`src/hw/rtl/ppq_pkg.sv`:
```
`default_nettype none
// ----------------------------------------------------------------------------
// Partitioned priority queue package
// Sizes, word layouts, status codes and the segment length table.
// ----------------------------------------------------------------------------
package ppq_pkg;

   localparam int DEPTH      = 16;
   localparam int MAX_LEVELS = 8;

   localparam int LVL_W  = 4;
   localparam int VAL_W  = 32;
   localparam int CNT_W  = 4;
   localparam int STAT_W = 2;

   localparam int OFF_W  = $clog2(DEPTH + 1);
   localparam int ADDR_W = (DEPTH > 1) ? $clog2(DEPTH) : 1;
   localparam int Q_W    = (MAX_LEVELS > 1) ? $clog2(MAX_LEVELS) : 1;
   localparam int MUL_W  = Q_W + OFF_W;

   localparam int REQ_DATA_W = ((LVL_W + VAL_W + 7) / 8) * 8;
   localparam int RSP_DATA_W = ((VAL_W + LVL_W + 7) / 8) * 8;

   localparam logic KIND_INSERT = 1'b0;
   localparam logic KIND_REMOVE = 1'b1;

   typedef logic [OFF_W-1:0] off_type;

   typedef enum logic [STAT_W-1:0] {
      ST_DONE  = 2'd0,
      ST_FULL  = 2'd1,
      ST_EMPTY = 2'd2
   } status_type;

   typedef struct packed {
      logic             kind;
      logic [LVL_W-1:0] level;
      logic [VAL_W-1:0] value;
   } req_type;

   // Segment length for n levels: DEPTH / n, all divisions by constants.
   function automatic off_type seg_len_of(input logic [CNT_W-1:0] n);
      case (n)
         4'd2:    seg_len_of = OFF_W'(DEPTH / 2);
         4'd3:    seg_len_of = OFF_W'(DEPTH / 3);
         4'd4:    seg_len_of = OFF_W'(DEPTH / 4);
         4'd5:    seg_len_of = OFF_W'(DEPTH / 5);
         4'd6:    seg_len_of = OFF_W'(DEPTH / 6);
         4'd7:    seg_len_of = OFF_W'(DEPTH / 7);
         4'd8:    seg_len_of = OFF_W'(DEPTH / 8);
         4'd9:    seg_len_of = OFF_W'(DEPTH / 9);
         4'd10:   seg_len_of = OFF_W'(DEPTH / 10);
         4'd11:   seg_len_of = OFF_W'(DEPTH / 11);
         4'd12:   seg_len_of = OFF_W'(DEPTH / 12);
         4'd13:   seg_len_of = OFF_W'(DEPTH / 13);
         4'd14:   seg_len_of = OFF_W'(DEPTH / 14);
         4'd15:   seg_len_of = OFF_W'(DEPTH / 15);
         default: seg_len_of = OFF_W'(DEPTH);
      endcase
   endfunction

endpackage
`default_nettype wire

```
`src/hw/rtl/ppq_in_reg.sv`:
```
`default_nettype none
// ----------------------------------------------------------------------------
// Partitioned priority queue input register
// Unpacks the request word and holds it until the engine takes it.
// ----------------------------------------------------------------------------
module ppq_in_reg (
   input  wire logic                            clock,
   input  wire logic                            reset,
   input  wire logic                            req_tvalid,
   output      logic                            req_tready,
   input  wire logic [ppq_pkg::REQ_DATA_W-1:0]  req_tdata,
   input  wire logic [0:0]                      req_tuser,
   input  wire logic                            take,
   output      logic                            in_valid,
   output      ppq_pkg::req_type                in_word
);

   logic             valid_ff;
   ppq_pkg::req_type word_ff;
   ppq_pkg::req_type word_in;

   assign req_tready = !valid_ff || take;

   always_comb begin
      word_in.kind  = req_tuser[0];
      word_in.level = req_tdata[ppq_pkg::LVL_W-1:0];
      word_in.value = req_tdata[ppq_pkg::LVL_W +: ppq_pkg::VAL_W];
   end

   always_ff @(posedge clock) begin
      if (reset) begin
         valid_ff <= 1'b0;
      end else if (req_tvalid && req_tready) begin
         valid_ff <= 1'b1;
      end else if (take) begin
         valid_ff <= 1'b0;
      end
   end

   always_ff @(posedge clock) begin
      if (req_tvalid && req_tready) begin
         word_ff <= word_in;
      end
   end

   assign in_valid = valid_ff;
   assign in_word  = word_ff;

endmodule
`default_nettype wire

```
`src/hw/rtl/ppq_engine.sv`:
```
`default_nettype none
// ----------------------------------------------------------------------------
// Partitioned priority queue engine
// Per-level offsets, word store, priority select and the result register.
// ----------------------------------------------------------------------------
module ppq_engine (
   input  wire logic                         clock,
   input  wire logic                         reset,
   input  wire logic                         in_valid,
   input  wire ppq_pkg::req_type             in_word,
   output      logic                         take,
   input  wire logic                         csr_we,
   input  wire logic [ppq_pkg::CNT_W-1:0]    csr_wdata,
   output      logic                         rsp_valid,
   input  wire logic                         rsp_ready,
   output      ppq_pkg::status_type          rsp_status,
   output      logic [ppq_pkg::VAL_W-1:0]    rsp_value,
   output      logic [ppq_pkg::LVL_W-1:0]    rsp_level
);

   localparam int ML = ppq_pkg::MAX_LEVELS;

   ppq_pkg::off_type head_ff [ML];
   ppq_pkg::off_type tail_ff [ML];
   ppq_pkg::off_type head_in [ML];
   ppq_pkg::off_type tail_in [ML];
   ppq_pkg::off_type seg_len_ff, seg_len_in;
   logic [ppq_pkg::CNT_W-1:0] level_count_ff, level_count_in;
   logic [ppq_pkg::CNT_W-1:0] n_sat;

   logic [ppq_pkg::VAL_W-1:0] mem [ppq_pkg::DEPTH];
   logic [ppq_pkg::VAL_W-1:0] rd_data_ff;

   logic                        rsp_valid_ff;
   ppq_pkg::status_type         status_ff, status_in;
   logic [ppq_pkg::LVL_W-1:0]   served_ff, served_in;
   logic                        hit_ff;

   logic                        is_ins, lvl_ok, ins_ok, rem_hit;
   logic [ppq_pkg::Q_W-1:0]     q, sel_q;
   ppq_pkg::off_type            tail_q, head_sel, head_next;
   logic [ML-1:0]               nonempty;
   logic [ppq_pkg::MUL_W-1:0]   wr_sum, rd_sum;
   logic [ppq_pkg::ADDR_W-1:0]  wr_addr, rd_addr;
   logic                        wr_en;

   assign take = in_valid && (!rsp_valid_ff || rsp_ready);

   // insert side
   assign is_ins = (in_word.kind == ppq_pkg::KIND_INSERT);
   assign q      = ppq_pkg::Q_W'(in_word.level - ppq_pkg::LVL_W'(1));
   assign lvl_ok = (in_word.level != '0) && (in_word.level <= level_count_ff)
                   && (int'(in_word.level) <= ML);
   assign tail_q = tail_ff[q];
   assign ins_ok = lvl_ok && (tail_q < seg_len_ff);
   assign wr_sum = ppq_pkg::MUL_W'(q) * ppq_pkg::MUL_W'(seg_len_ff)
                   + ppq_pkg::MUL_W'(tail_q);
   assign wr_addr = wr_sum[ppq_pkg::ADDR_W-1:0];
   assign wr_en   = take && is_ins && ins_ok;

   // remove side: lowest-numbered non-empty level wins
   always_comb begin
      for (int i = 0; i < ML; i++) begin
         nonempty[i] = (ppq_pkg::CNT_W'(i) < level_count_ff) && (head_ff[i] != tail_ff[i]);
      end
      sel_q = '0;
      for (int i = ML - 1; i >= 0; i--) begin
         if (nonempty[i]) begin
            sel_q = ppq_pkg::Q_W'(i);
         end
      end
   end

   assign rem_hit   = |nonempty;
   assign head_sel  = head_ff[sel_q];
   assign head_next = head_sel + ppq_pkg::OFF_W'(1);
   assign rd_sum    = ppq_pkg::MUL_W'(sel_q) * ppq_pkg::MUL_W'(seg_len_ff)
                      + ppq_pkg::MUL_W'(head_sel);
   assign rd_addr   = rd_sum[ppq_pkg::ADDR_W-1:0];

   // register write: clamp the count and empty every level
   always_comb begin
      n_sat = csr_wdata;
      if (csr_wdata == '0) begin
         n_sat = ppq_pkg::CNT_W'(1);
      end else if (int'(csr_wdata) > ML) begin
         n_sat = ppq_pkg::CNT_W'(ML);
      end
   end

   always_comb begin
      head_in        = head_ff;
      tail_in        = tail_ff;
      level_count_in = level_count_ff;
      seg_len_in     = seg_len_ff;
      if (csr_we) begin
         level_count_in = n_sat;
         seg_len_in     = ppq_pkg::seg_len_of(n_sat);
         for (int i = 0; i < ML; i++) begin
            head_in[i] = '0;
            tail_in[i] = '0;
         end
      end else if (take) begin
         if (is_ins && ins_ok) begin
            tail_in[q] = tail_q + ppq_pkg::OFF_W'(1);
         end else if (!is_ins && rem_hit) begin
            // reclaim the segment once the level drains
            if (head_next == tail_ff[sel_q]) begin
               head_in[sel_q] = '0;
               tail_in[sel_q] = '0;
            end else begin
               head_in[sel_q] = head_next;
            end
         end
      end
   end

   always_ff @(posedge clock) begin
      if (reset) begin
         level_count_ff <= ppq_pkg::CNT_W'(1);
         seg_len_ff     <= ppq_pkg::OFF_W'(ppq_pkg::DEPTH);
         for (int i = 0; i < ML; i++) begin
            head_ff[i] <= '0;
            tail_ff[i] <= '0;
         end
      end else begin
         level_count_ff <= level_count_in;
         seg_len_ff     <= seg_len_in;
         head_ff        <= head_in;
         tail_ff        <= tail_in;
      end
   end

   always_ff @(posedge clock) begin
      if (wr_en) begin
         mem[wr_addr] <= in_word.value;
      end
      if (take) begin
         rd_data_ff <= mem[rd_addr];
      end
   end

   // result
   always_comb begin
      if (is_ins) begin
         status_in = ins_ok ? ppq_pkg::ST_DONE : ppq_pkg::ST_FULL;
         served_in = '0;
      end else begin
         status_in = rem_hit ? ppq_pkg::ST_DONE : ppq_pkg::ST_EMPTY;
         served_in = rem_hit ? ppq_pkg::LVL_W'(sel_q) + ppq_pkg::LVL_W'(1) : '0;
      end
   end

   always_ff @(posedge clock) begin
      if (reset) begin
         rsp_valid_ff <= 1'b0;
      end else if (take) begin
         rsp_valid_ff <= 1'b1;
      end else if (rsp_ready) begin
         rsp_valid_ff <= 1'b0;
      end
   end

   always_ff @(posedge clock) begin
      if (take) begin
         status_ff <= status_in;
         served_ff <= served_in;
         hit_ff    <= !is_ins && rem_hit;
      end
   end

   assign rsp_valid  = rsp_valid_ff;
   assign rsp_status = status_ff;
   assign rsp_level  = served_ff;
   assign rsp_value  = hit_ff ? rd_data_ff : '0;

   a_head_le_tail: assert property (@(posedge clock) disable iff (reset)
      head_ff[0] <= tail_ff[0])
      else $error("level 1 head passed its tail");

   a_tail_le_seg: assert property (@(posedge clock) disable iff (reset)
      tail_ff[0] <= seg_len_ff)
      else $error("level 1 tail beyond segment length");

   a_cfg_empties: assert property (@(posedge clock) disable iff (reset)
      csr_we |=> (head_ff[0] == '0) && (tail_ff[0] == '0) && !(|nonempty))
      else $error("register write left a level non-empty");

   a_hit_level: assert property (@(posedge clock) disable iff (reset)
      (take && !is_ins && rem_hit) |=> rsp_valid_ff && (served_ff != '0)
                                        && (status_ff == ppq_pkg::ST_DONE))
      else $error("served remove without a level");

   a_refused: assert property (@(posedge clock) disable iff (reset)
      (take && is_ins && !ins_ok) |=> (status_ff == ppq_pkg::ST_FULL) && !hit_ff)
      else $error("refused insert not reported full");

endmodule
`default_nettype wire

```
`src/hw/rtl/partitioned_priority_queue_unit.sv`:
```
`default_nettype none
// ----------------------------------------------------------------------------
// Partitioned priority queue unit
// A store of DEPTH words split into equal segments, one FIFO per level.
// ----------------------------------------------------------------------------
// Usage:
//   req channel: one word per operation. tuser[0] = kind (0 insert, 1 remove),
//   tdata = level and value. Every request gives exactly one rsp word.
//   rsp channel: tuser = status (done, full, all empty), tdata = removed
//   value and serving level; both zero when nothing was removed.
//   csr_we/csr_wdata set the number of levels (clamped to 1..MAX_LEVELS);
//   each write empties every level. Write only while no request is pending.
// Timing:
//   A request waits in the input register until the result register is free
//   or being read, and is then executed into the result register, which
//   drives rsp_tvalid. One request per cycle is sustained while rsp_tready
//   is high, limited by the single write and single read port of the word store.
// Reset and stall:
//   Reset gives one level with the whole store and every level empty.
//   When rsp_tready is low the result is held, the input register fills, and
//   req_tready drops; nothing is lost or repeated.
// ----------------------------------------------------------------------------
module partitioned_priority_queue_unit (
   input  wire logic                            clock,
   input  wire logic                            reset,
   input  wire logic                            req_tvalid,
   output      logic                            req_tready,
   input  wire logic [ppq_pkg::REQ_DATA_W-1:0]  req_tdata,  // level[3:0], value[35:4]
   input  wire logic [0:0]                      req_tuser,  // kind[0]
   output      logic                            rsp_tvalid,
   input  wire logic                            rsp_tready,
   output      logic [ppq_pkg::RSP_DATA_W-1:0]  rsp_tdata,  // removed_value[31:0], served_level[35:32]
   output      logic [ppq_pkg::STAT_W-1:0]      rsp_tuser,  // status[1:0]
   input  wire logic                            csr_we,
   input  wire logic [ppq_pkg::CNT_W-1:0]       csr_wdata
);

   logic                       take;
   logic                       in_valid;
   ppq_pkg::req_type           in_word;
   ppq_pkg::status_type        status;
   logic [ppq_pkg::VAL_W-1:0]  removed_value;
   logic [ppq_pkg::LVL_W-1:0]  served_level;

   ppq_in_reg u_in_reg (
      .clock      (clock),
      .reset      (reset),
      .req_tvalid (req_tvalid),
      .req_tready (req_tready),
      .req_tdata  (req_tdata),
      .req_tuser  (req_tuser),
      .take       (take),
      .in_valid   (in_valid),
      .in_word    (in_word)
   );

   ppq_engine u_engine (
      .clock      (clock),
      .reset      (reset),
      .in_valid   (in_valid),
      .in_word    (in_word),
      .take       (take),
      .csr_we     (csr_we),
      .csr_wdata  (csr_wdata),
      .rsp_valid  (rsp_tvalid),
      .rsp_ready  (rsp_tready),
      .rsp_status (status),
      .rsp_value  (removed_value),
      .rsp_level  (served_level)
   );

   assign rsp_tuser = status;
   assign rsp_tdata = ppq_pkg::RSP_DATA_W'({served_level, removed_value});

endmodule
`default_nettype wire
```
`config.mk`:
```
export PLATFORM = sky130hd
export DESIGN_NAME = partitioned_priority_queue_unit
export DESIGN_NICKNAME = d
export VERILOG_FILES = /design/src/hw/rtl/ppq_pkg.sv /design/src/hw/rtl/ppq_in_reg.sv /design/src/hw/rtl/ppq_engine.sv /design/src/hw/rtl/partitioned_priority_queue_unit.sv
export SDC_FILE = /design/constraint.sdc
export NUM_CORES = 1
export LEC_CHECK = 0
export BUFFER_PORTS_ARGS = -buffer_cell sky130_fd_sc_hd__buf_4
export CAP_MARGIN = 20
export CORE_MARGIN = 5
export CORE_UTILIZATION = 56
export DETAILED_ROUTE_END_ITERATION = 16
export PLACE_DENSITY = 0.76
export SLEW_MARGIN = 20
export SYNTH_ARGS = -nofsm -noshare
export SYNTH_HDL_FRONTEND = slang
export SYNTH_SLANG_ARGS = --single-unit
```
`constraint.sdc`:
```
create_clock -name clock -period 7.3 [get_ports clock]
set_input_delay 0.73 -clock clock [delete_from_list [all_inputs] [get_ports clock]]
set_output_delay 0.73 -clock clock [all_outputs]
set_load 0.005 [all_outputs]
```
==> impl_metrics.toml <==
[routing]
firstDrtPassIters = 5
ant_nets = 0
drc = 0
drt-wirelength-per-cell_um = 29.7
first_iter_violations = 1940
num_vias = 15900
vias_per_cell = 6.51
drt-total-wl_mm = 72.4

[yosys]
yosys_register_bits = 679
synth_common_cells = "edfxtp_1, mux4_2, dfxtp_1, nand2_1, nor2_1"
postSynth.asyncResetShare = 0
synth.area.top_cells = "edfxtp_1, mux4_2, dfxtp_1, xnor2_1, nand2_1"
syn-cell-area_mm2 = 0.0279
yosysTopAreaCell = "edfxtp_1"
synth.avg_cell_area_um2 = 17.7
synth-edff-count = 588
postSynthCellCount = 1578
yosysTopAreaCellShare = 0.633
synth.most_common_cell = "edfxtp_1"
yosysUniqueCellTypes = 78
yosys_warnings = 0
seq_area_frac_synth = 0.698
synthFlopType = "edfxtp_1"

[timing]
setup_ws_ns = 0.874
finalCritPeriodShare = 0.880
layout_min_cycle_time_ns = 6.43
fin_worst_skew_ns = 0.0311
tightestPinTransition_ns = 1.01
fmax_mhz = 156
tns_ns = 0
slew_violations = 0
slew_headroom = 0.322
rsz0062_at_grt = "no"
finalHoldWorstSlack_ns = 0.289
setup-violations-final = 0
hold_viol_final = 0

[run]
drv_cap = 0

[power]
finalPower_mw = 7.93
power.density_mw_per_mm2 = 248
p_leak_nw = 10.4
ir_worst_vdd_mv = 0.223

[global_route]
use_met3 = 0.0446
grt_pass1_vias = 16100
grtUsageMet1 = 0.362
grt.busiest_layer = "met2"
grt_pass1_wl_mm = 106
grt_max_degree = 48
grt-ovfl-total = 0
grt_antenna_before_repair = 1
grtUsageMet2 = 0.452
grt_usage = 0.269

[setup_path]
cp_data_arrival_time_ns = 6.74
start_kind = "flop"
slowest_delay_ns = 0.80
worst-path-max-fanout = 13
cp_cell_sequence = "inv_1 > ha_1 > xnor2_1 > nand2_1 > o22ai_1 > or4_1 > fa_1 > fa_1 > xor2_1 > xnor2_1 > xnor2_1 > xor2_1 > nand3b_1 > nor2_4 > buf_4"
endpoint_kind = "flop"
critPathSlowestCell = "xnor2_1"
path_class = "flop to flop"
rr_worst_depth = 15
ff2ff_setup_slack_ns = 0.87
cp.required_ns = 7.62
crit_top_cell = "xnor2_1"

[layout]
multi_input_area_mm2 = 0.00820
drive_gt1_frac = 0.259
fillers = 3281
final_nets = 1795
final-seq-area_mm2 = 0.0195
area_growth_pct = 14.6

[floorplanning]
die_h_um = 233
num_io_pins = 94
initial_core_util = 0.568
die_area_mm2 = 0.0544
core-area_mm2 = 0.0492
chipWidth_um = 233
rows = 81

[placement]
gp_congestion = 0.986
hpwl_mm = 40.6
portBuffers = 85
place_ws_ns = 1.11

[hold_path]
min-delay-path-class = "primary input to flop"
holdPathStages = 1

[cts]
clk_path_buf_depth = 3
clk_pin_slew_ns = 0.06
h-tree-depth = 3
clock-root-buffer = "clkbuf_16"
post_cts_buffers = 0
hold_buffers = 0
cts_sinks = 679
cts_tree = "done"
cts_buffers = 70
cts_resized = 0
clk_latency_ns = 0.62

[outcome]
outcome = "finished clean"
final timing paths:
check | from | to
max | u_in_reg.in_word[32] | u_engine.mem[6][14]
max reg2reg | u_in_reg.in_word[32] | u_engine.mem[6][14]
min reg2reg | u_engine.seg_len_ff[4] | u_engine.seg_len_ff[4]
min | req_tdata[23] | u_in_reg.in_word[19]
cells by family (layout without fill, tap and decap cells):
kind of cell,count (synthesis),after routing,share of synthesized area
xor gates and xnor gates,65,65,0.0209
adders and majority gates,26,26,0.0133
AOI/OAI and AO/OA,214,214,0.0588
DFF,679,679,0.698
other,1,5,0.000134
buffers and inverters,100,291,0.0149
and+or+nand+nor,309,309,0.0554
muxes,184,184,0.139
power breakdown:
group | switching [mW] | total [mW] | internal (mW) | leakage (nW)
registers | 0.0524 | 4.30 | 4.25 | 6.07
logic | 0.122 | 0.200 | 0.0787 | 3.22
clock network | 1.48 | 3.43 | 1.95 | 1.08
flip-flops by register name, summed over array words and instances (netlist names):
| signal | cells |
|---|---|
| u_engine.rsp_status | 2 |
| u_engine.head_ff | 40 |
| u_engine.mem | 512 |
| u_in_reg.in_valid | 1 |
| u_engine.rsp_valid | 1 |
| u_in_reg.in_word | 37 |
| u_engine.seg_len_ff | 5 |
| u_engine.tail_ff | 40 |
| u_engine.rd_data_ff | 32 |
| u_engine.level_count_ff | 4 |
| u_engine.rsp_level | 4 |
| u_engine.hit_ff | 1 |
stage by stage:
stage	utilization	instances	area [µm²]
CTS	0.651	2436	32000
floorplan	-	1581	27900
detailed placement	0.606	2311	29800
global placement	0.606	2311	29800
global route	0.651	2437	32000
finish	0.651	2437	32000
placed cells by master, fill, tap and decap left out, types with 5 or more instances in the layout:
cell	n
edfxtp_1	588
mux4_2	162
buf_4	127
dfxtp_1	91
nand2_1	81
clkbuf_16	71
nor2_1	65
a21oi_1	42
xnor2_1	39
and2_1	37
o21ai_0	35
nand3_1	33
inv_1	28
xor2_1	23
o2bb2ai_1	22
o22ai_1	20
mux2i_1	19
nor2b_1	18
ha_1	18
clkinv_2	15
a31oi_1	13
nor2_4	13
clkbuf_1	12
nand2b_1	11
clkinv_1	11
buf_12	11
nor3_1	8
a211oi_1	8
a22o_1	7
or2_2	6
nor3_2	6
o221ai_1	6
a221oi_4	6
a2bb2o_1	6
o32ai_1	5
fa_1	5
critical path, delay by kind of cell, from the launching register on:
kind	cells	cell delay, ns
AO/OA/AOI/OAI	1	0.32
XOR/XNOR	5	1.61
adder cells (fa/ha/maj)	3	1.23
buffers and inverters	2	0.56
flip-flops	1	0.69
AND/OR/NAND/NOR	4	1.73
area by class of cell:
cell class | count | share of cell area
repair buffers | 138 | 0.0367
well taps | 664 | 0.0260
flip-flops and latches | 679 | 0.609
diodes | 1 | 0.0000782
clock inverters | 38 | 0.0102
multi-input cells | 802 | 0.256
clock buffers | 87 | 0.0587
inverters | 28 | 0.00328
metal layers:
metal	part of all wire	vias up	routed length, µm
met5	0	-	0
met4	0.036	0	2640
met3	0.076	170	5530
met2	0.51	860	36800
met1	0.38	8228	27400
li1	-	6599	-
Power figures use the tool's default switching activity.
